===== src/sv/spq_pkg.sv =====
// ----------------------------------------------------------------------------
// spq_pkg: sorted priority queue shared types
// Request and status codes, cell commands and the entry record that moves
// between neighboring cells.
// ----------------------------------------------------------------------------
package spq_pkg;

    localparam int DEPTH_DEFAULT = 8;
    localparam int DATA_W        = 32;
    localparam int COUNT_OUT_W   = 4;

    typedef enum logic [1:0] {
        REQ_INSERT = 2'd0,
        REQ_REMOVE = 2'd1,
        REQ_PEEK   = 2'd2,
        REQ_QUERY  = 2'd3
    } t_req;

    typedef enum logic [1:0] {
        ST_OK    = 2'd0,
        ST_FULL  = 2'd1,
        ST_EMPTY = 2'd2
    } t_status;

    typedef enum logic [1:0] {
        OP_HOLD   = 2'd0,
        OP_INSERT = 2'd1,
        OP_SHIFT  = 2'd2
    } t_cell_op;

    typedef struct packed {
        logic                     valid;
        logic signed [DATA_W-1:0] value;
        logic signed [DATA_W-1:0] prio;
    } t_entry;

endpackage


===== src/sv/sorted_priority_queue_unit.sv =====
// ----------------------------------------------------------------------------
// sorted_priority_queue_unit: bounded priority queue, highest first
//
//  channel | dir | tdata                                  | tuser
//  s       | in  | in_value[31:0] in_priority[63:32]      | req_type[1:0]
//  m       | out | out_value[31:0] entry_count[35:32]     | status[1:0]
//          |     | is_empty[36] (pad to 40)               |
//
// One request per cycle unless the result word stalls; the result follows in the cycle after accept.
// Each insert or remove is one compare-and-shift step across the row of cells.
// A stalled result word holds; a new request is taken as it drains.
// Reset empties the queue; stored payload is not cleared.
// ----------------------------------------------------------------------------
module sorted_priority_queue_unit #(
    parameter int DEPTH = spq_pkg::DEPTH_DEFAULT
) (
    input  logic        i_clk,
    input  logic        i_rst_n,
    input  logic        i_s_tvalid,
    output logic        o_s_tready,
    input  logic [63:0] i_s_tdata,  // in_value, in_priority
    input  logic [1:0]  i_s_tuser,  // req_type
    output logic        o_m_tvalid,
    input  logic        i_m_tready,
    output logic [39:0] o_m_tdata,  // out_value, entry_count, is_empty
    output logic [1:0]  o_m_tuser   // status
);
    import spq_pkg::*;

    localparam int CW = $clog2(DEPTH + 1);

    logic                     w_fire;
    t_req                     w_req;
    t_entry                   w_new;
    t_cell_op                 w_op;
    logic                     w_full;
    logic                     w_empty;
    t_entry                   w_entry [DEPTH];
    logic                     w_keep  [DEPTH];
    logic [DEPTH-1:0]         w_valid;
    logic [31:0]              w_count_ext;

    logic [CW-1:0]            r_count;
    logic [CW-1:0]            n_count;
    logic                     r_out_valid;
    logic                     n_out_valid;
    logic signed [DATA_W-1:0] r_out_value;
    logic signed [DATA_W-1:0] n_out_value;
    t_status                  r_out_status;
    t_status                  n_out_status;
    logic [COUNT_OUT_W-1:0]   r_out_count;
    logic [COUNT_OUT_W-1:0]   n_out_count;
    logic                     r_out_empty;
    logic                     n_out_empty;

    assign o_s_tready = !r_out_valid || i_m_tready;
    assign w_fire     = i_s_tvalid && o_s_tready;
    assign w_req      = t_req'(i_s_tuser);
    assign w_new      = '{valid: 1'b1, value: i_s_tdata[31:0], prio: i_s_tdata[63:32]};
    assign w_full     = (r_count == CW'(DEPTH));
    assign w_empty    = (r_count == '0);

    genvar g;
    generate
        for (g = 0; g < DEPTH; g++) begin : g_cell
            t_entry w_left;
            t_entry w_right;
            logic   w_left_keep;
            if (g == 0) begin : g_head
                assign w_left      = '0;
                assign w_left_keep = 1'b1;
            end else begin : g_mid
                assign w_left      = w_entry[g-1];
                assign w_left_keep = w_keep[g-1];
            end
            if (g == DEPTH - 1) begin : g_tail
                assign w_right = '0;
            end else begin : g_body
                assign w_right = w_entry[g+1];
            end
            spq_cell u_cell (
                .i_clk       (i_clk),
                .i_rst_n     (i_rst_n),
                .i_op        (w_op),
                .i_new       (w_new),
                .i_left      (w_left),
                .i_left_keep (w_left_keep),
                .i_right     (w_right),
                .o_entry     (w_entry[g]),
                .o_keep      (w_keep[g])
            );
            assign w_valid[g] = w_entry[g].valid;
        end
    endgenerate

    always_comb begin
        w_op         = OP_HOLD;
        n_count      = r_count;
        n_out_value  = '0;
        n_out_status = ST_OK;
        if (w_fire) begin
            unique case (w_req)
                REQ_INSERT: begin
                    if (w_full) begin
                        n_out_status = ST_FULL;
                    end else begin
                        w_op    = OP_INSERT;
                        n_count = r_count + 1'b1;
                    end
                end
                REQ_REMOVE, REQ_PEEK: begin
                    if (w_empty) begin
                        n_out_status = ST_EMPTY;
                    end else begin
                        n_out_value = w_entry[0].value;
                        if (w_req == REQ_REMOVE) begin
                            w_op    = OP_SHIFT;
                            n_count = r_count - 1'b1;
                        end
                    end
                end
                REQ_QUERY: begin
                end
                default: begin
                end
            endcase
        end
    end

    assign w_count_ext = 32'(n_count);
    assign n_out_count = w_count_ext[COUNT_OUT_W-1:0];
    assign n_out_empty = (n_count == '0);
    assign n_out_valid = w_fire || (r_out_valid && !i_m_tready);

    always_ff @(posedge i_clk) begin
        if (!i_rst_n) begin
            r_count     <= '0;
            r_out_valid <= 1'b0;
        end else begin
            r_count     <= n_count;
            r_out_valid <= n_out_valid;
        end
    end

    always_ff @(posedge i_clk) begin
        if (w_fire) begin
            r_out_value  <= n_out_value;
            r_out_status <= n_out_status;
            r_out_count  <= n_out_count;
            r_out_empty  <= n_out_empty;
        end
    end

    assign o_m_tvalid = r_out_valid;
    assign o_m_tdata  = {3'b000, r_out_empty, r_out_count, r_out_value};
    assign o_m_tuser  = r_out_status;

    a_count_bound : assert property (@(posedge i_clk) disable iff (!i_rst_n)
        r_count <= CW'(DEPTH))
        else $error("count above depth");

    a_valid_count : assert property (@(posedge i_clk) disable iff (!i_rst_n)
        $countones(w_valid) == int'(r_count))
        else $error("cell valid bits disagree with count");

    a_head_valid : assert property (@(posedge i_clk) disable iff (!i_rst_n)
        w_empty == !w_valid[0])
        else $error("front cell validity disagrees with count");

    a_remove_dec : assert property (@(posedge i_clk) disable iff (!i_rst_n)
        w_fire && w_req == REQ_REMOVE && !w_empty |=> r_count == $past(r_count) - 1'b1)
        else $error("remove did not lower count");

    a_insert_full : assert property (@(posedge i_clk) disable iff (!i_rst_n)
        w_fire && w_req == REQ_INSERT && w_full |=> $stable(w_valid) && r_out_status == ST_FULL)
        else $error("insert into full queue changed contents");

endmodule


===== src/sv/spq_cell.sv =====
// ----------------------------------------------------------------------------
// spq_cell: one slot of the sorted queue
// Holds one entry. On insert it keeps its entry, takes the new one, or takes
// its left neighbor's; on shift it takes its right neighbor's.
// ----------------------------------------------------------------------------
module spq_cell (
    input  logic              i_clk,
    input  logic              i_rst_n,
    input  spq_pkg::t_cell_op i_op,
    input  spq_pkg::t_entry   i_new,
    input  spq_pkg::t_entry   i_left,
    input  logic              i_left_keep,
    input  spq_pkg::t_entry   i_right,
    output spq_pkg::t_entry   o_entry,
    output logic              o_keep
);
    import spq_pkg::*;

    logic                     r_valid;
    logic signed [DATA_W-1:0] r_value;
    logic signed [DATA_W-1:0] r_prio;
    logic                     n_valid;
    logic signed [DATA_W-1:0] n_value;
    logic signed [DATA_W-1:0] n_prio;

    // entry stays ahead of an equal or lower new priority
    assign o_keep  = r_valid && (r_prio >= i_new.prio);
    assign o_entry = '{valid: r_valid, value: r_value, prio: r_prio};

    always_comb begin
        n_valid = r_valid;
        n_value = r_value;
        n_prio  = r_prio;
        unique case (i_op)
            OP_INSERT: begin
                if (!o_keep) begin
                    if (i_left_keep) begin
                        n_valid = 1'b1;
                        n_value = i_new.value;
                        n_prio  = i_new.prio;
                    end else begin
                        n_valid = i_left.valid;
                        n_value = i_left.value;
                        n_prio  = i_left.prio;
                    end
                end
            end
            OP_SHIFT: begin
                n_valid = i_right.valid;
                n_value = i_right.value;
                n_prio  = i_right.prio;
            end
            default: begin
            end
        endcase
    end

    always_ff @(posedge i_clk) begin
        if (!i_rst_n) begin
            r_valid <= 1'b0;
        end else begin
            r_valid <= n_valid;
        end
    end

    always_ff @(posedge i_clk) begin
        r_value <= n_value;
        r_prio  <= n_prio;
    end

endmodule

===== config.mk =====
export PLATFORM = sky130hd
export DESIGN_NAME = sorted_priority_queue_unit
export DESIGN_NICKNAME = d
export VERILOG_FILES = /design/src/sv/spq_pkg.sv /design/src/sv/sorted_priority_queue_unit.sv /design/src/sv/spq_cell.sv
export SDC_FILE = /design/constraint.sdc
export NUM_CORES = 1
export LEC_CHECK = 0
export BUFFER_PORTS_ARGS = -buffer_cell sky130_fd_sc_hd__buf_2
export CAP_MARGIN = 10
export CELL_PAD_IN_SITES_DETAIL_PLACEMENT = 1
export CELL_PAD_IN_SITES_GLOBAL_PLACEMENT = 2
export CORE_AREA = 2 2 292 294
export CTS_BUF_LIST = sky130_fd_sc_hd__clkbuf_16
export DETAILED_ROUTE_END_ITERATION = 16
export DIE_AREA = 0 0 294 296
export PLACE_DENSITY_LB_ADDON = 0.05
export SETUP_SLACK_MARGIN = 0.3
export SLEW_MARGIN = 20
export SYNTH_ARGS = -nofsm -noshare
export SYNTH_HDL_FRONTEND = slang
export SYNTH_HIERARCHICAL = 1
export SYNTH_SLANG_ARGS = --single-unit
export TNS_END_PERCENT = 100

===== constraint.sdc =====
create_clock -name i_clk -period 8.6 [get_ports i_clk]
set_input_delay 2.58 -clock i_clk [delete_from_list [all_inputs] [get_ports i_clk]]
set_output_delay 2.58 -clock i_clk [all_outputs]
set_load 0.03 [all_outputs]

Word level (Yosys, flattened, before mapping)
Index checks and enable logic that the tools add are counted.
{"block": "totals", "register_bits": 564, "input_bits": 70, "output_inout_bits": 44, "elab_cells": 164}
{"block": "classes", "addsub": 2, "magnitude_cmp": 8, "n_eq_ne": 13, "n_mux": 82, "n_bitwise": 1, "n_reduce_logical": 28}
{"operator": "32-bit one-hot mux with 2 select lines", "n": 16}
{"operator": "32-bit two-way mux", "n": 30}
{"operator": "32-bit >= comparator", "n": 8}
{"operator": "1-bit two-way mux", "n": 17}
{"operator": "4-bit two-way mux", "n": 4}
{"operator": "2-bit inequality test, second input constant", "n": 8}
{"operator": "1-bit one-hot mux with 2 select lines", "n": 8}
{"operator": "2-bit AND reduction", "n": 8}
{"operator": "1-bit logical AND", "n": 10}
{"operator": "4-bit logical NOT", "n": 2}
{"operator": "2-bit two-way mux", "n": 4}
{"operator": "2-bit one-hot mux with 2 select lines", "n": 2}
{"operator": "4-bit one-hot mux with 2 select lines", "n": 1}
{"operator": "4-bit by 1-bit adder with 4-bit output, second input constant", "n": 1}
{"operator": "2-bit by 1-bit == test with 1-bit output, second input constant", "n": 2}
{"operator": "2-bit == test, second input constant", "n": 2}
{"operator": "4-bit == test, second input constant", "n": 1}
{"operator": "2-bit OR reduction", "n": 2}
{"operator": "4-bit by 1-bit subtractor with 4-bit output, second input constant", "n": 1}
{"operator": "1-bit logical NOT", "n": 2}
{"operator": "2-bit logical NOT", "n": 1}
{"operator": "1-bit logical OR", "n": 2}
{"operator": "2-bit nonzero test", "n": 1}
{"operator": "1-bit inverter", "n": 1}

Logic depth before layout (Yosys ltp)
Gate-level depths: netlist of the first run.
{"block": "depth", "depth_word": 8, "depth_mapped": 14, "mapped_depth_nobuf": 12}

Modules after synthesis
Netlist of the first run, hierarchy kept.
{"module": "spq_cell at g_cell[0].u_cell ...", "n_inst": 6, "cells_per_inst": 409, "area_each_um2": 4141.5, "seq_area_each_um2": 1941.9}
{"module": "spq_cell at g_cell[6].u_cell ...", "n_inst": 2, "cells_per_inst": 401, "area_each_um2": 4107.7, "seq_area_each_um2": 1941.9}
{"module": "sorted_priority_queue_unit", "n_inst": 1, "cells_per_inst": 141, "area_each_um2": 1945.6, "seq_area_each_um2": 1271.2}

Least setup slack after synthesis of the first run
Ideal clock, no wire load.
{"block": "synth_path", "path_type": "input -> register", "from": "input i_m_tready", "to": "register g_cell[6].u_cell.r_prio[0] (enable)", "setup_ps": 499, "t_arrival_ps": 7279, "required_time_ps": 8101, "slack_ps": 821, "stages": 5, "path_buffers": 0, "cell_sequence": "nand2b_1 -> nand3b_4 -> nor2_1 -> nand2b_1 -> o21bai_1"}
{"block": "synth_via", "elab_chain_len": 6, "word_cells_on_any_way": 8, "classes_between": "eq/ne: 3; mux: 1; reduce/logical: 4"}
{"element": "from (decl)", "line_no": "sorted_priority_queue_unit.sv:24", "source": "input logic i_m_tready,"}
{"element": "1-bit logical OR (*)", "line_no": "sorted_priority_queue_unit.sv:56", "source": "assign o_s_tready = !r_out_valid || i_m_tready;"}
{"element": "1-bit logical AND (*)", "line_no": "sorted_priority_queue_unit.sv:57", "source": "assign w_fire = i_s_tvalid && o_s_tready;"}
{"element": "2-bit two-way mux (*)", "line_no": "sorted_priority_queue_unit.sv:101", "source": "if (w_fire) begin"}
{"element": "via w_op[0]", "line_no": "sorted_priority_queue_unit.sv:35", "source": "t_cell_op w_op;"}
{"element": "2-bit by 1-bit == test with 1-bit output or 2-bit == test (tied branches)", "line_no": "spq_cell.sv:34", "source": "unique case (i_op)"}
{"element": "2-bit inequality test (no line) or 2-bit nonzero test (tied branches)"}
{"element": "2-bit AND reduction (no line) (*)"}
{"element": "to (signal assigned)", "line_no": "spq_cell.sv:68", "source": "r_prio <= n_prio;"}
{"element": "to (decl)", "line_no": "spq_cell.sv:21", "source": "logic signed [DATA_W-1:0] r_prio;"}
The timed path passes the listed nets; every way through them passes the cells marked *.
A chain may end at the register's enable or synchronous reset.

Worst setup path in the final report of the first run
{"block": "layout_path", "from": "input i_s_tuser[0]", "to": "register g_cell[5].u_cell.r_prio[14] (enable)"}
{"block": "layout_via", "elab_chain_len": 8, "word_cells_on_any_way": 13, "classes_between": "eq/ne: 5; mux: 4; reduce/logical: 4"}
{"element": "from (decl)", "line_no": "sorted_priority_queue_unit.sv:22", "source": "input logic [1:0] i_s_tuser,"}
{"element": "2-bit by 1-bit == test with 1-bit output", "line_no": "sorted_priority_queue_unit.sv:102, sorted_priority_queue_unit.sv:116"}
{"element": "2-bit two-way mux", "line_no": "sorted_priority_queue_unit.sv:116", "source": "if (w_req == REQ_REMOVE) begin"}
{"element": "2-bit two-way mux", "line_no": "sorted_priority_queue_unit.sv:112", "source": "if (w_empty) begin"}
{"element": "2-bit one-hot mux with 2 select lines (*)", "line_no": "sorted_priority_queue_unit.sv:102", "source": "unique case (w_req)"}
{"element": "2-bit two-way mux (*)", "line_no": "sorted_priority_queue_unit.sv:101"}
{"element": "via w_op[1]", "line_no": "sorted_priority_queue_unit.sv:35"}
{"element": "2-bit by 1-bit == test with 1-bit output or 2-bit == test (tied branches)", "line_no": "spq_cell.sv:34"}
{"element": "2-bit inequality test (no line) or 2-bit nonzero test (tied branches)"}
{"element": "2-bit AND reduction (no line) (*)"}
{"element": "to (signal assigned)", "line_no": "spq_cell.sv:68"}
{"element": "to (decl)", "line_no": "spq_cell.sv:21"}
Marked as above.

==> results of run 1 <==
-- layer usage --
metal / track usage [%] / vias up / wire, um
li1: - / 12500 / -
met1: 32.8 / 12900 / 49400
met2: 42.5 / 453 / 52200
met3: 3.02 / 189 / 3920
met4: 9.94 / 0 / 3870
met5: 0 / - / 0
-- cell usage after synthesis (31+ instances only) --
| master | instances |
|---|---|
| nand2_1 | 586 |
| clkbuf_1 | 97 |
| ha_1 | 261 |
| buf_2 | 70 |
| and3_1 | 31 |
| nor2_1 | 33 |
| o21ai_0 | 572 |
| edfxtp_1 | 551 |
| a21oi_1 | 119 |
| mux2i_1 | 513 |
| nand4_1 | 42 |
| inv_1 | 273 |
-- state kept, by name, summed over array words and instances, names as in the netlist --
name,flops
g_cell.u_cell/r_prio,256
g_cell.u_cell/r_valid,8
g_cell.u_cell/r_value,256
o_m_tuser,2
o_m_tvalid,1
r_count,4
r_out_count,4
r_out_empty,1
r_out_value,32
-- power groups by stage --
stage,logic [W],clock network [W],registers [W]
after detailed placement,0.000593,0,0.00321
after global routing,0.000669,0.00300,0.00316
after floorplan,0.000332,0,0.00321
after CTS,0.000596,0.00291,0.00315
final,0.000597,0.00283,0.00315
after global placement,0.000560,0,0.00320
-- worst min-delay path, cell delays in order (launching register included) --
cell and delay (ns):
edfxtp_1 0.32, nand2_1 0.04, o21ai_0 0.06
-- worst min-delay path by stage --
stage / from / endpoint / slack [ns] / cells after the start
2_1_floorplan: g_cell[7].u_cell/r_value[0] / g_cell[6].u_cell/r_value[0] / 0.50 / 2
6_report: g_cell[7].u_cell/r_value[29] / g_cell[6].u_cell/r_value[29] / 0.52 / 2
5_1_grt: g_cell[7].u_cell/r_value[6] / g_cell[6].u_cell/r_value[6] / 0.55 / 2
3_3_place_gp: g_cell[7].u_cell/r_value[25] / g_cell[6].u_cell/r_value[25] / 0.50 / 2
3_5_place_dp: g_cell[7].u_cell/r_value[25] / g_cell[6].u_cell/r_value[25] / 0.51 / 2
4_1_cts: g_cell[7].u_cell/r_value[25] / g_cell[6].u_cell/r_value[25] / 0.53 / 2
-- per-stage QoR --
step | worst slack [ns] | power [W] | hold slack [ns] | instances
2_1_floorplan | 0.821 | 0.00354 | 0.496 | 3530
6_report | 2.45 | 0.00657 | 0.524 | 4699
5_1_grt | 2.29 | 0.00682 | 0.545 | 4698
4_1_cts | 2.45 | 0.00666 | 0.530 | 4698
3_3_place_gp | 1.92 | 0.00376 | 0.502 | 4575
3_5_place_dp | 1.81 | 0.00380 | 0.511 | 4575
-- logic make-up after synthesis --
family / Yosys count / synth area share, %
simple gates: 793 / 10.1
compound gates: 784 / 12.1
flops: 564 / 48.0
mux: 514 / 14.7
buf+inv: 467 / 5.41
fa+ha+maj: 261 / 9.33
xor+xnor: 12 / 0.300
other cells: 2 / 0.0215
-- cell type report --
class	instances	share of cell area [%]
Multi-Input combinational cell	2499	43.1
Inverter	273	2.61
Timing Repair Buffer	149	2.57
Clock inverter	51	0.853
Tap cell	1090	3.47
Sequential cell	564	42.8
Clock buffer	72	4.58
Antenna cell	1	0.00637
==> summary.txt, run 1 <==
Outcome
  – Status: completed

Critical path
  – Worst Path Max Fanout: 63
  – Worst r2r src: r_count[0]
  – Crit. path cell count: 9
  – Worst R2R End: g_cell[5].u_cell/r_prio[14]
  – Worst-path cell chain: buf_2, ha_1, nand3b_4, nor2_2, and2b_4, nor2_1, a31oi_1, o31a_2, buf_12
  – Crit-path max cell delay: 0.92 ns
  – Buffers & Inverters on Critical Path: 2
  – Startpoint Class: input pin
  – Crit. End Element: flip-flop
  – FF-to-FF path depth: 10
  – CP Data Arrival Time: 6.44 ns
  – WP data required: 8.89 ns
  – R2R setup slack: 3.94 ns
  – Setup crit start: i_s_tuser[0]
  – Critical path type: input pin to flip-flop
  – Top delay family on crit path: simple AND/OR/NAND/NOR gates
  – Worst setup endpoint: g_cell[5].u_cell/r_prio[14]
  – Critical-path top delay cell: o31a_2

Yosys
  – Synth Cell Area: 35000 sq um
  – Number of synthesized flops with an enable pin: 551
  – Synth Instances: 3397
  – Synth warn: 6
  – Synthesized flop and latch total: 564
  – Yosys top cell area share: 47.3%
  – Post-synth cell types: 65
  – Synth area leaders: edfxtp_1 47%, mux2i_1 15%, ha_1 9.3%, o21ai_0 8.2%, nand2_1 6.3%
  – Synth async-reset ratio: 0%
  – Sequential area share after synthesis: 48.0%
  – Ys flop type: edfxtp_1
  – Yosys top cell by area: edfxtp_1
  – Mean Syn Cell Area: 10.3 sq um

Global route
  – Global route overflow: 0
  – Total GRT Usage: about a quarter
  – Initial antenna violation count: 0
  – Number of global-route vias before repair: about 28000
  – Pin count of the biggest net entering global routing: 105
  – First-pass GRT wire length: 167 mm

Drt
  – Final antenna-violating net count: 0
  – Initial DRC Count: ~1400
  – Final WL: 109 mm
  – Router iterations before antenna repair: 5
  – Number of remaining DRC errors: 0
  – Wirelength per Cell: 23.3 um
  – Vias per inst: 5.54
  – Vias: 26000

Floorplanning
  – Die X: slightly below 300 um
  – Core ar.: between 80000 and 90000 sq um
  – Die area: roughly 87000 sq um
  – Io pins: 114
  – Cell Rows: 107
  – Initial core utilization: 41.6%
  – Chip height: 296 um

Timing
  – Final min period: 6.15 ns
  – RSZ-0062 raised after global routing: no
  – Setup Skew: 0.0270 ns
  – Highest clock rate: 162 MHz
  – Final hold violations: 0
  – Setup violations, final: 0
  – Slew HR: 20.6%
  – Max-slew violations: 0
  – Final period util: 71.6%
  – Setup TNS: 0 ns
  – Worst-margin pin slew: roughly 1.2 ns

CTS
  – CTS tree: yes
  – Clock-pin transition on the worst setup and hold timing paths: 0.06 ns
  – Post-CTS Setup Bufs: 0
  – Clock sink count: between 500 and 600
  – # hold bufs at CTS: 0
  – Post-CTS resize count: 0
  – Root buf cell: clkbuf_16
  – H-tree lvl count: 3
  – Skew-Pair Late Insertion Delay: 0.63 ns
  – Inserted Clock Buffers: slightly above 70
  – Clock Path Buffers: 3

Final layout
  – Most common cell after layout, fill and taps aside: nand2_1
  – Layout cells sized above 1: 8.43%
  – P&R area growth vs syn: 12.3%
  – Multi-input gate area: 17000 sq um
  – Commonest cells after routing, fill and taps aside: 586 x nand2_1, 572 x o21ai_0, 551 x edfxtp_1, 513 x mux2i_1, 293 x inv_1
  – Finished Cell Area: slightly below 40000 sq um
  – Nets: roughly 3900
  – Sequential cell area: approximately 17000 sq um
  – Fill count: 9198
  – Fin util: 46.7%

Pwr
  – Pint: 0.00488 W
  – Combinational power share: 9.1%
  – P_leak: roughly 14 nW
  – Clock power frac: 43.0%
  – Switching part of the total: 25.8%
  – Switching power: approximately 0.0017 W
  – Power density over the cells: 167 nW/um^2
  – Sequential share of power: 47.9%
  – Peak VDD IR: 120 uV

Job
  – Max-cap violations: 0

Placement
  – Dpl hpwl: roughly 73 mm
  – Placed Area: 37200 sq um
  – PortBufs: 110
  – Final GP Congestion: 0.848

Hold path
  – Worst min-delay path class: flip-flop to flip-flop
Note: power is estimated with default switching activity, not from simulation.
==> run 2, diff against run 1 <==
--- a/config.mk
+++ b/config.mk
@@ -9,10 +9,10 @@
 export CAP_MARGIN = 10
 export CELL_PAD_IN_SITES_DETAIL_PLACEMENT = 1
 export CELL_PAD_IN_SITES_GLOBAL_PLACEMENT = 2
-export CORE_AREA = 2 2 292 294
+export CORE_AREA = 2 2 307 309
 export CTS_BUF_LIST = sky130_fd_sc_hd__clkbuf_16
 export DETAILED_ROUTE_END_ITERATION = 16
-export DIE_AREA = 0 0 294 296
+export DIE_AREA = 0 0 309 311
 export PLACE_DENSITY_LB_ADDON = 0.05
 export SETUP_SLACK_MARGIN = 0.3
 export SLEW_MARGIN = 20
==> constraint.sdc (replaced) <==
create_clock -name i_clk -period 5.37 [get_ports i_clk]
set_input_delay 1.611 -clock i_clk [delete_from_list [all_inputs] [get_ports i_clk]]
set_output_delay 1.611 -clock i_clk [all_outputs]
set_load 0.03 [all_outputs]
==> run 2 against run 1 <==
  * Die area increased by 10%
  * Register-to-register slack got worse by 2.4 ns
  * Critical path depth increased by 3
  * Highest routed layer unchanged
  * Total power increased by 68%
  * Combinational power increased by 69%
  * Non-clock buffer count increased by 56
  * Hold slack improved by 0.0036 ns
  * Clock skew decreased by 0.010 ns
==> summary.txt, run 2 (synthesized netlist as in run 1, its figures left out) <==
Outcome
  – Status: completed (unchanged)

Timing
  – Final hold violations: 0 (unchanged)
  – Final period util: 89.0%
  – Worst-margin pin slew: 1.11 ns (was 1.19 ns)
  – Worst setup margin: 0.591 ns (was 2.45 ns)
  – Setup violations, final: 0 (unchanged)
  – RSZ-0062 raised after global routing: no (unchanged)
  – Setup Skew: 0.0170 ns (was 0.0270 ns)
  – Slew HR: 26.1% (was 20.6%)
  – Highest clock rate: ~210 MHz
  – Final min period: between 4 and 5 ns
  – Max-slew violations: 0 (unchanged)

Hold path
  – Worst min-delay path class: flip-flop to flip-flop (unchanged)

CTS
  – CTS tree: yes (unchanged)
  – Post-CTS resize count: 0 (unchanged)
  – H-tree lvl count: 3 (unchanged)
  – # hold bufs at CTS: 0 (unchanged)
  – Clock Path Buffers: 3 (unchanged)
  – Clock sink count: 564 (unchanged)
  – Skew-Pair Late Insertion Delay: 0.64 ns (was 0.63 ns)
  – Inserted Clock Buffers: 73 (was 71)
  – Root buf cell: clkbuf_16 (unchanged)
  – Post-CTS Setup Bufs: 0 (unchanged)
  – Clock-pin transition on the worst setup and hold timing paths: 0.06 ns (about the same)

Floorplanning
  – Initial core utilization: 37.7% (was 41.6%)
  – Io pins: 114 (unchanged)
  – Core ar.: 92800 sq um (was 84200 sq um)
  – Die area: 96100 sq um (was 87000 sq um)
  – Cell Rows: 112 (was 107)
  – Chip height: 311 um (was 296 um)
  – Die X: 309 um (was 294 um)

Pwr
  – Combinational power share: 9.1% (about the same)
  – P_leak: 14.5 nW (was 14.0 nW)
  – Switching part of the total: 25.7% (was 25.8%)
  – Power density over the cells: 273 nW/um^2 (was 167 nW/um^2)
  – Peak VDD IR: 223 uV (was 120 uV)
  – Switching power: 0.00284 W (was 0.00170 W)
  – Pwr Total: 0.0111 W (was 0.00657 W)
  – Sequential share of power: 45.7% (was 47.9%)
  – Clock power frac: 45.1% (was 43.0%)
  – Pint: 0.00821 W (was 0.00488 W)

Final layout
  – Nets: 3947 (was 3889)
  – Commonest cells after routing, fill and taps aside: 586 x nand2_1, 572 x o21ai_0, 551 x edfxtp_1, 513 x mux2i_1, 291 x inv_1 (was 586 x nand2_1, 572 x o21ai_0, 551 x edfxtp_1, 513 x mux2i_1, 293 x inv_1)
  – Fin util: 43.6% (was 46.7%)
  – Layout cells sized above 1: 10.1% (was 8.43%)
  – Most common cell after layout, fill and taps aside: nand2_1 (unchanged)
  – P&R area growth vs syn: 15.6% (was 12.3%)
  – Biggest regs: g_cell.u_cell/r_prio x256, g_cell.u_cell/r_value x256, r_out_value x32 (unchanged)

Critical path
  – Critical path type: input pin to flip-flop (unchanged)
  – Startpoint Class: input pin (unchanged)
  – R2R setup slack: 1.51 ns (was 3.94 ns)
  – WP data required: 5.73 ns (was 8.89 ns)
  – Worst Path Max Fanout: 16 (was 63)
  – CP Data Arrival Time: 5.14 ns (was 6.44 ns)
  – Crit. End Element: flip-flop (unchanged)

Global route
  – Initial antenna violation count: 3 (was 0)
  – First-pass GRT wire length: 182 mm (was 167 mm)
  – Pin count of the biggest net entering global routing: 105 (unchanged)
  – Number of global-route vias before repair: 28600 (was 28000)
  – Total GRT Usage: 25.0% (was 25.1%)
  – Global route overflow: 0 (unchanged)

Placement
  – Final GP Congestion: 0.827 (was 0.848)
  – Dpl ws: 0.0412 ns (was 1.81 ns)
  – PortBufs: 110 (unchanged)
  – Dpl hpwl: 80.3 mm (was 72.8 mm)

Drt
  – Wirelength per Cell: 24.3 um (was 23.3 um)
  – Vias per inst: 5.42 (was 5.54)
  – Number of remaining DRC errors: 0 (unchanged)
  – Vias: 26700 (was 26000)
  – Initial DRC Count: 1642 (was 1445)
  – Final antenna-violating net count: 0 (unchanged)
  – Router iterations before antenna repair: 7 (was 5)
  – Final WL: 120 mm (was 109 mm)

Job
  – Max-cap violations: 0 (unchanged)
-- run 2: final cells by class --
cell class / count / area, sq um
repair buffers: 205 / 1670
clock inverters: 59 / 482
clock buffers: 76 / 1900
fillers: 10400 / 52300
inverters: 273 / 1020
diodes: 3 / 7.51
flip-flops and latches: 564 / 16800
well taps: 1254 / 1570
multi-input cells: 2499 / 17000
-- run 2: routing by layer --
metal,wire length (um),track usage [%],vias up
met5,0,0,-
met4,3370,7.30,0
met3,4520,3.11,167
met2,55700,40.5,505
met1,56200,34.8,13500
li1,-,-,12600
-- run 2: final timing paths --
kind / start / end / depth (start not counted)
setup reg to reg: g_cell[6].u_cell/r_prio[13] / g_cell[7].u_cell/r_value[1] / 10
setup / recovery: i_s_tdata[46] / g_cell[7].u_cell/r_value[1] / 12
hold / removal: g_cell[7].u_cell/r_value[28] / g_cell[6].u_cell/r_value[28] / 2
hold reg to reg: g_cell[7].u_cell/r_value[28] / g_cell[6].u_cell/r_value[28] / 2
-- run 2: power groups by stage --
stage,logic [W],registers (W),clock network (W)
final,0.00101,0.00505,0.00499
after global routing,0.00112,0.00507,0.00526
after CTS,0.00100,0.00505,0.00511
after detailed placement,0.000999,0.00514,0
after global placement,0.000953,0.00514,0
after floorplan,0.000533,0.00514,0
-- run 2: worst max-delay path: stages --
cell and delay [ns]:
buf_2 0.32, inv_1 0.09, ha_1 0.33, nand4_1 0.30, a2111oi_1 1.06, o31ai_1 0.22
buf_4 0.20, a31oi_4 0.24, buf_12 0.20, buf_12 0.19, mux2i_1 0.24, o21ai_0 0.11
-- run 2: metrics by stage --
step	area (sq um)	hold slack (ns)	std cells	setup TNS, ns
3_3_place_gp	38000	0.503	4794	-14.14
3_5_place_dp	38000	0.516	4794	0
2_1_floorplan	35500	0.496	3530	0
4_1_cts	40400	0.532	4929	0
6_report	40500	0.527	4933	0
5_1_grt	40500	0.570	4932	0
==> run 3, diff against run 2 <==
--- a/config.mk
+++ b/config.mk
@@ -14,6 +14,7 @@
 export DETAILED_ROUTE_END_ITERATION = 16
 export DIE_AREA = 0 0 309 311
 export PLACE_DENSITY_LB_ADDON = 0.05
+export REMOVE_ABC_BUFFERS = 1
 export SETUP_SLACK_MARGIN = 0.3
 export SLEW_MARGIN = 20
 export SYNTH_ARGS = -nofsm -noshare
==> run 3 against run 2 <==
  * Count of clock-buffer cells in the layout is 2 lower
  * Clock power fell by 4.8%
  * Maximum frequency up 6.1%
  * Sequential power hardly changed
  * Core utilization down 0.28 points
  * Sequential share of layout area is 0.27 points higher
  * Global-route usage is 0.72 points lower
  * Via count is 0.23% lower
  * Largest cell class unchanged
  * Register-to-register slack improved by 0.26 ns
  * Worst setup slack better by 0.28 ns
  * Largest power group unchanged
  * Routed wire length decreased by 3.1%
  * Total power shrank 2.3%
==> summary.txt, run 3 (synthesized netlist as in run 1, its figures left out) <==
Outcome
  – Status: completed (unchanged)

Floorplanning
  – Die X: 309 um (unchanged)
  – Cell Rows: 112 (unchanged)
  – Core ar.: 92800 sq um (unchanged)
  – Io pins: 114 (unchanged)
  – Initial core utilization: 37.7% (unchanged)
  – Chip height: 311 um (unchanged)
  – Die area: 96100 sq um (unchanged)

Pwr
  – Combinational power share: 9.3% (was 9.1%)
  – Switching power: 0.00276 W (was 0.00284 W)
  – P_leak: 14.4 nW (was 14.5 nW)
  – Pint: 0.00804 W (was 0.00821 W)
  – Power density over the cells: 269 nW/um^2 (was 273 nW/um^2)
  – Sequential share of power: 46.7% (was 45.7%)
  – Switching part of the total: 25.6% (was 25.7%)
  – Peak VDD IR: 216 uV (was 223 uV)
  – Pwr Total: 0.0108 W (was 0.0111 W)
  – Clock power frac: 44.0% (was 45.1%)

Job
  – Max-cap violations: 0 (unchanged)

CTS
  – H-tree lvl count: 3 (unchanged)
  – Root buf cell: clkbuf_16 (unchanged)
  – # hold bufs at CTS: 0 (unchanged)
  – Clock-pin transition on the worst setup and hold timing paths: 0.06 ns (about the same)
  – Inserted Clock Buffers: 72 (was 73)
  – CTS tree: yes (unchanged)
  – Clock sink count: 564 (unchanged)
  – Post-CTS Setup Bufs: 0 (unchanged)
  – Clock Path Buffers: 3 (unchanged)
  – Skew-Pair Late Insertion Delay: 0.65 ns (was 0.64 ns)
  – Post-CTS resize count: 0 (unchanged)

Critical path
  – CP Data Arrival Time: 4.86 ns (was 5.14 ns)
  – Worst Path Max Fanout: 17 (was 16)
  – Top delay family on crit path: simple AND/OR/NAND/NOR gates (was compound AO/OA/AOI/OAI gates)
  – Crit. End Element: flip-flop (unchanged)
  – Crit. path cell count: 13 (was 12)
  – Crit-path max cell delay: 0.55 ns (was 1.06 ns)
  – R2R setup slack: 1.77 ns (was 1.51 ns)
  – Critical path type: input pin to flip-flop (unchanged)
  – FF-to-FF path depth: 10 (unchanged)
  – Most used cell, CP: buf_4 (was buf_12)
  – Setup crit start: i_s_tdata[62] (was i_s_tdata[46])
  – Critical-path top delay cell: xor2_1 (was a2111oi_1)
  – Buffers & Inverters on Critical Path: 4 (was 5)
  – Worst-path cell chain: buf_2, buf_4, inv_1, ha_1, nand4_2, nor3_2, nand3_1, o211ai_2, xor2_1, a21oi_4, buf_4, mux2i_1, o21ai_0 (was buf_2, inv_1, ha_1, nand4_1, a2111oi_1, o31ai_1, buf_4, a31oi_4, buf_12, buf_12, mux2i_1, o21ai_0)
  – Worst R2R End: g_cell[6].u_cell/r_prio[21] (was g_cell[7].u_cell/r_value[1])
  – Startpoint Class: input pin (unchanged)
  – WP data required: 5.72 ns (was 5.73 ns)
  – Worst r2r src: g_cell[5].u_cell/r_prio[31] (was g_cell[6].u_cell/r_prio[13])

Drt
  – Final WL: 116 mm (was 120 mm)
  – Vias: 26700 (about the same)
  – Number of remaining DRC errors: 0 (unchanged)
  – Wirelength per Cell: 23.6 um (was 24.3 um)
  – Vias per inst: 5.43 (was 5.42)
  – Router iterations before antenna repair: 5 (was 7)
  – Initial DRC Count: 1427 (was 1642)
  – Final antenna-violating net count: 0 (unchanged)

Final layout
  – Biggest regs: g_cell.u_cell/r_prio x256, g_cell.u_cell/r_value x256, r_out_value x32 (unchanged)
  – Nets: 3934 (was 3947)
  – Multi-input gate area: 17000 sq um (about the same)
  – Most common cell after layout, fill and taps aside: nand2_1 (unchanged)
  – Fill count: 10300 (was 10400)
  – Finished Cell Area: 40200 sq um (was 40500 sq um)
  – Commonest cells after routing, fill and taps aside: 586 x nand2_1, 572 x o21ai_0, 551 x edfxtp_1, 513 x mux2i_1, 294 x inv_1 (was 586 x nand2_1, 572 x o21ai_0, 551 x edfxtp_1, 513 x mux2i_1, 291 x inv_1)
  – Layout cells sized above 1: 9.47% (was 10.1%)
  – Sequential cell area: 16800 sq um (unchanged)
  – P&R area growth vs syn: 14.8% (was 15.6%)
  – Ant diodes: 0 (was 3)

Timing
  – Worst-margin pin slew: 0.948 ns (was 1.11 ns)
  – Final min period: 4.50 ns (was 4.78 ns)
  – Max-slew violations: 0 (unchanged)
  – Setup Skew: 0.0269 ns (was 0.0170 ns)
  – Final period util: 83.8% (was 89.0%)
  – Setup violations, final: 0 (unchanged)
  – RSZ-0062 raised after global routing: no (unchanged)
  – Slew HR: 36.8% (was 26.1%)
  – Highest clock rate: 222 MHz (was 209 MHz)
  – Final hold violations: 0 (unchanged)

Global route
  – Global route overflow: 0 (unchanged)
  – Pin count of the biggest net entering global routing: 97 (was 105)
  – Total GRT Usage: 24.2% (was 25.0%)
  – Number of global-route vias before repair: 28500 (was 28600)
  – Initial antenna violation count: 6 (was 3)
  – First-pass GRT wire length: 178 mm (was 182 mm)

Placement
  – Placed Area: 38000 sq um (about the same)
  – PortBufs: 110 (unchanged)
  – Final GP Congestion: 0.848 (was 0.827)
  – Dpl hpwl: 76.3 mm (was 80.3 mm)

Hold path
  – Worst hold stages: 2 (unchanged)
  – Hold wc startpoint: g_cell[7].u_cell/r_value[25] (was g_cell[7].u_cell/r_value[28])
  – Hold path endpoint: g_cell[6].u_cell/r_value[25] (was g_cell[6].u_cell/r_value[28])
  – Worst min-delay path class: flip-flop to flip-flop (unchanged)
==> run 3: worst max path at each step <==
stage	endpoint
CTS	g_cell[6].u_cell/r_prio[20]
finish	g_cell[6].u_cell/r_prio[21]
floorplan	g_cell[6].u_cell/r_prio[0]
global route	g_cell[2].u_cell/r_valid
global placement	g_cell[6].u_cell/r_value[25]
detailed placement	g_cell[2].u_cell/r_valid
==> run 3: layout make-up <==
cell class | count | area share [%]
multi-input cells | 2499 | 42.2
inverters | 273 | 2.55
flip-flops and latches | 564 | 41.8
clock inverters | 52 | 0.980
well taps | 1254 | 3.90
repair buffers | 193 | 3.98
clock buffers | 74 | 4.61
==> run 3: metal layers <==
layer	track usage (%)	routed length [um]	vias up
met4	5.27	2260	10
met3	2.99	3970	140
met1	33.3	54300	13500
li1	-	-	12500
met5	0	66	-
met2	40.8	55500	429
==> run 3: tightest hold or removal path, cell delays in order (launching register included) <==
cell and delay (ns):
edfxtp_1 0.32, nand2_1 0.04, o21ai_0 0.05
==> run 3: power by group through the flow <==
stage	sequential [W]	combinational (W)	clock, W
2_1_floorplan	0.00515	0.000527	0
3_3_place_gp	0.00514	0.000957	0
3_5_place_dp	0.00514	0.00100	0
4_1_cts	0.00505	0.00101	0.00491
5_1_grt	0.00506	0.00112	0.00503
6_report	0.00505	0.00101	0.00475
==> run 3: metrics by stage <==
stage / setup slack, ns / TNS (ns) / utilization (%) / cells / hold WS (ns)
global placement: 0.265 / 0 / 40.9 / 4783 / 0.506
floorplan: -7.86 / -2966.22 / - / 3336 / 0.496
finish: 0.868 / 0 / 43.3 / 4909 / 0.526
detailed placement: 0.231 / 0 / 40.9 / 4783 / 0.514
global route: 0.742 / 0 / 43.3 / 4909 / 0.558
CTS: 0.931 / 0 / 43.3 / 4909 / 0.532
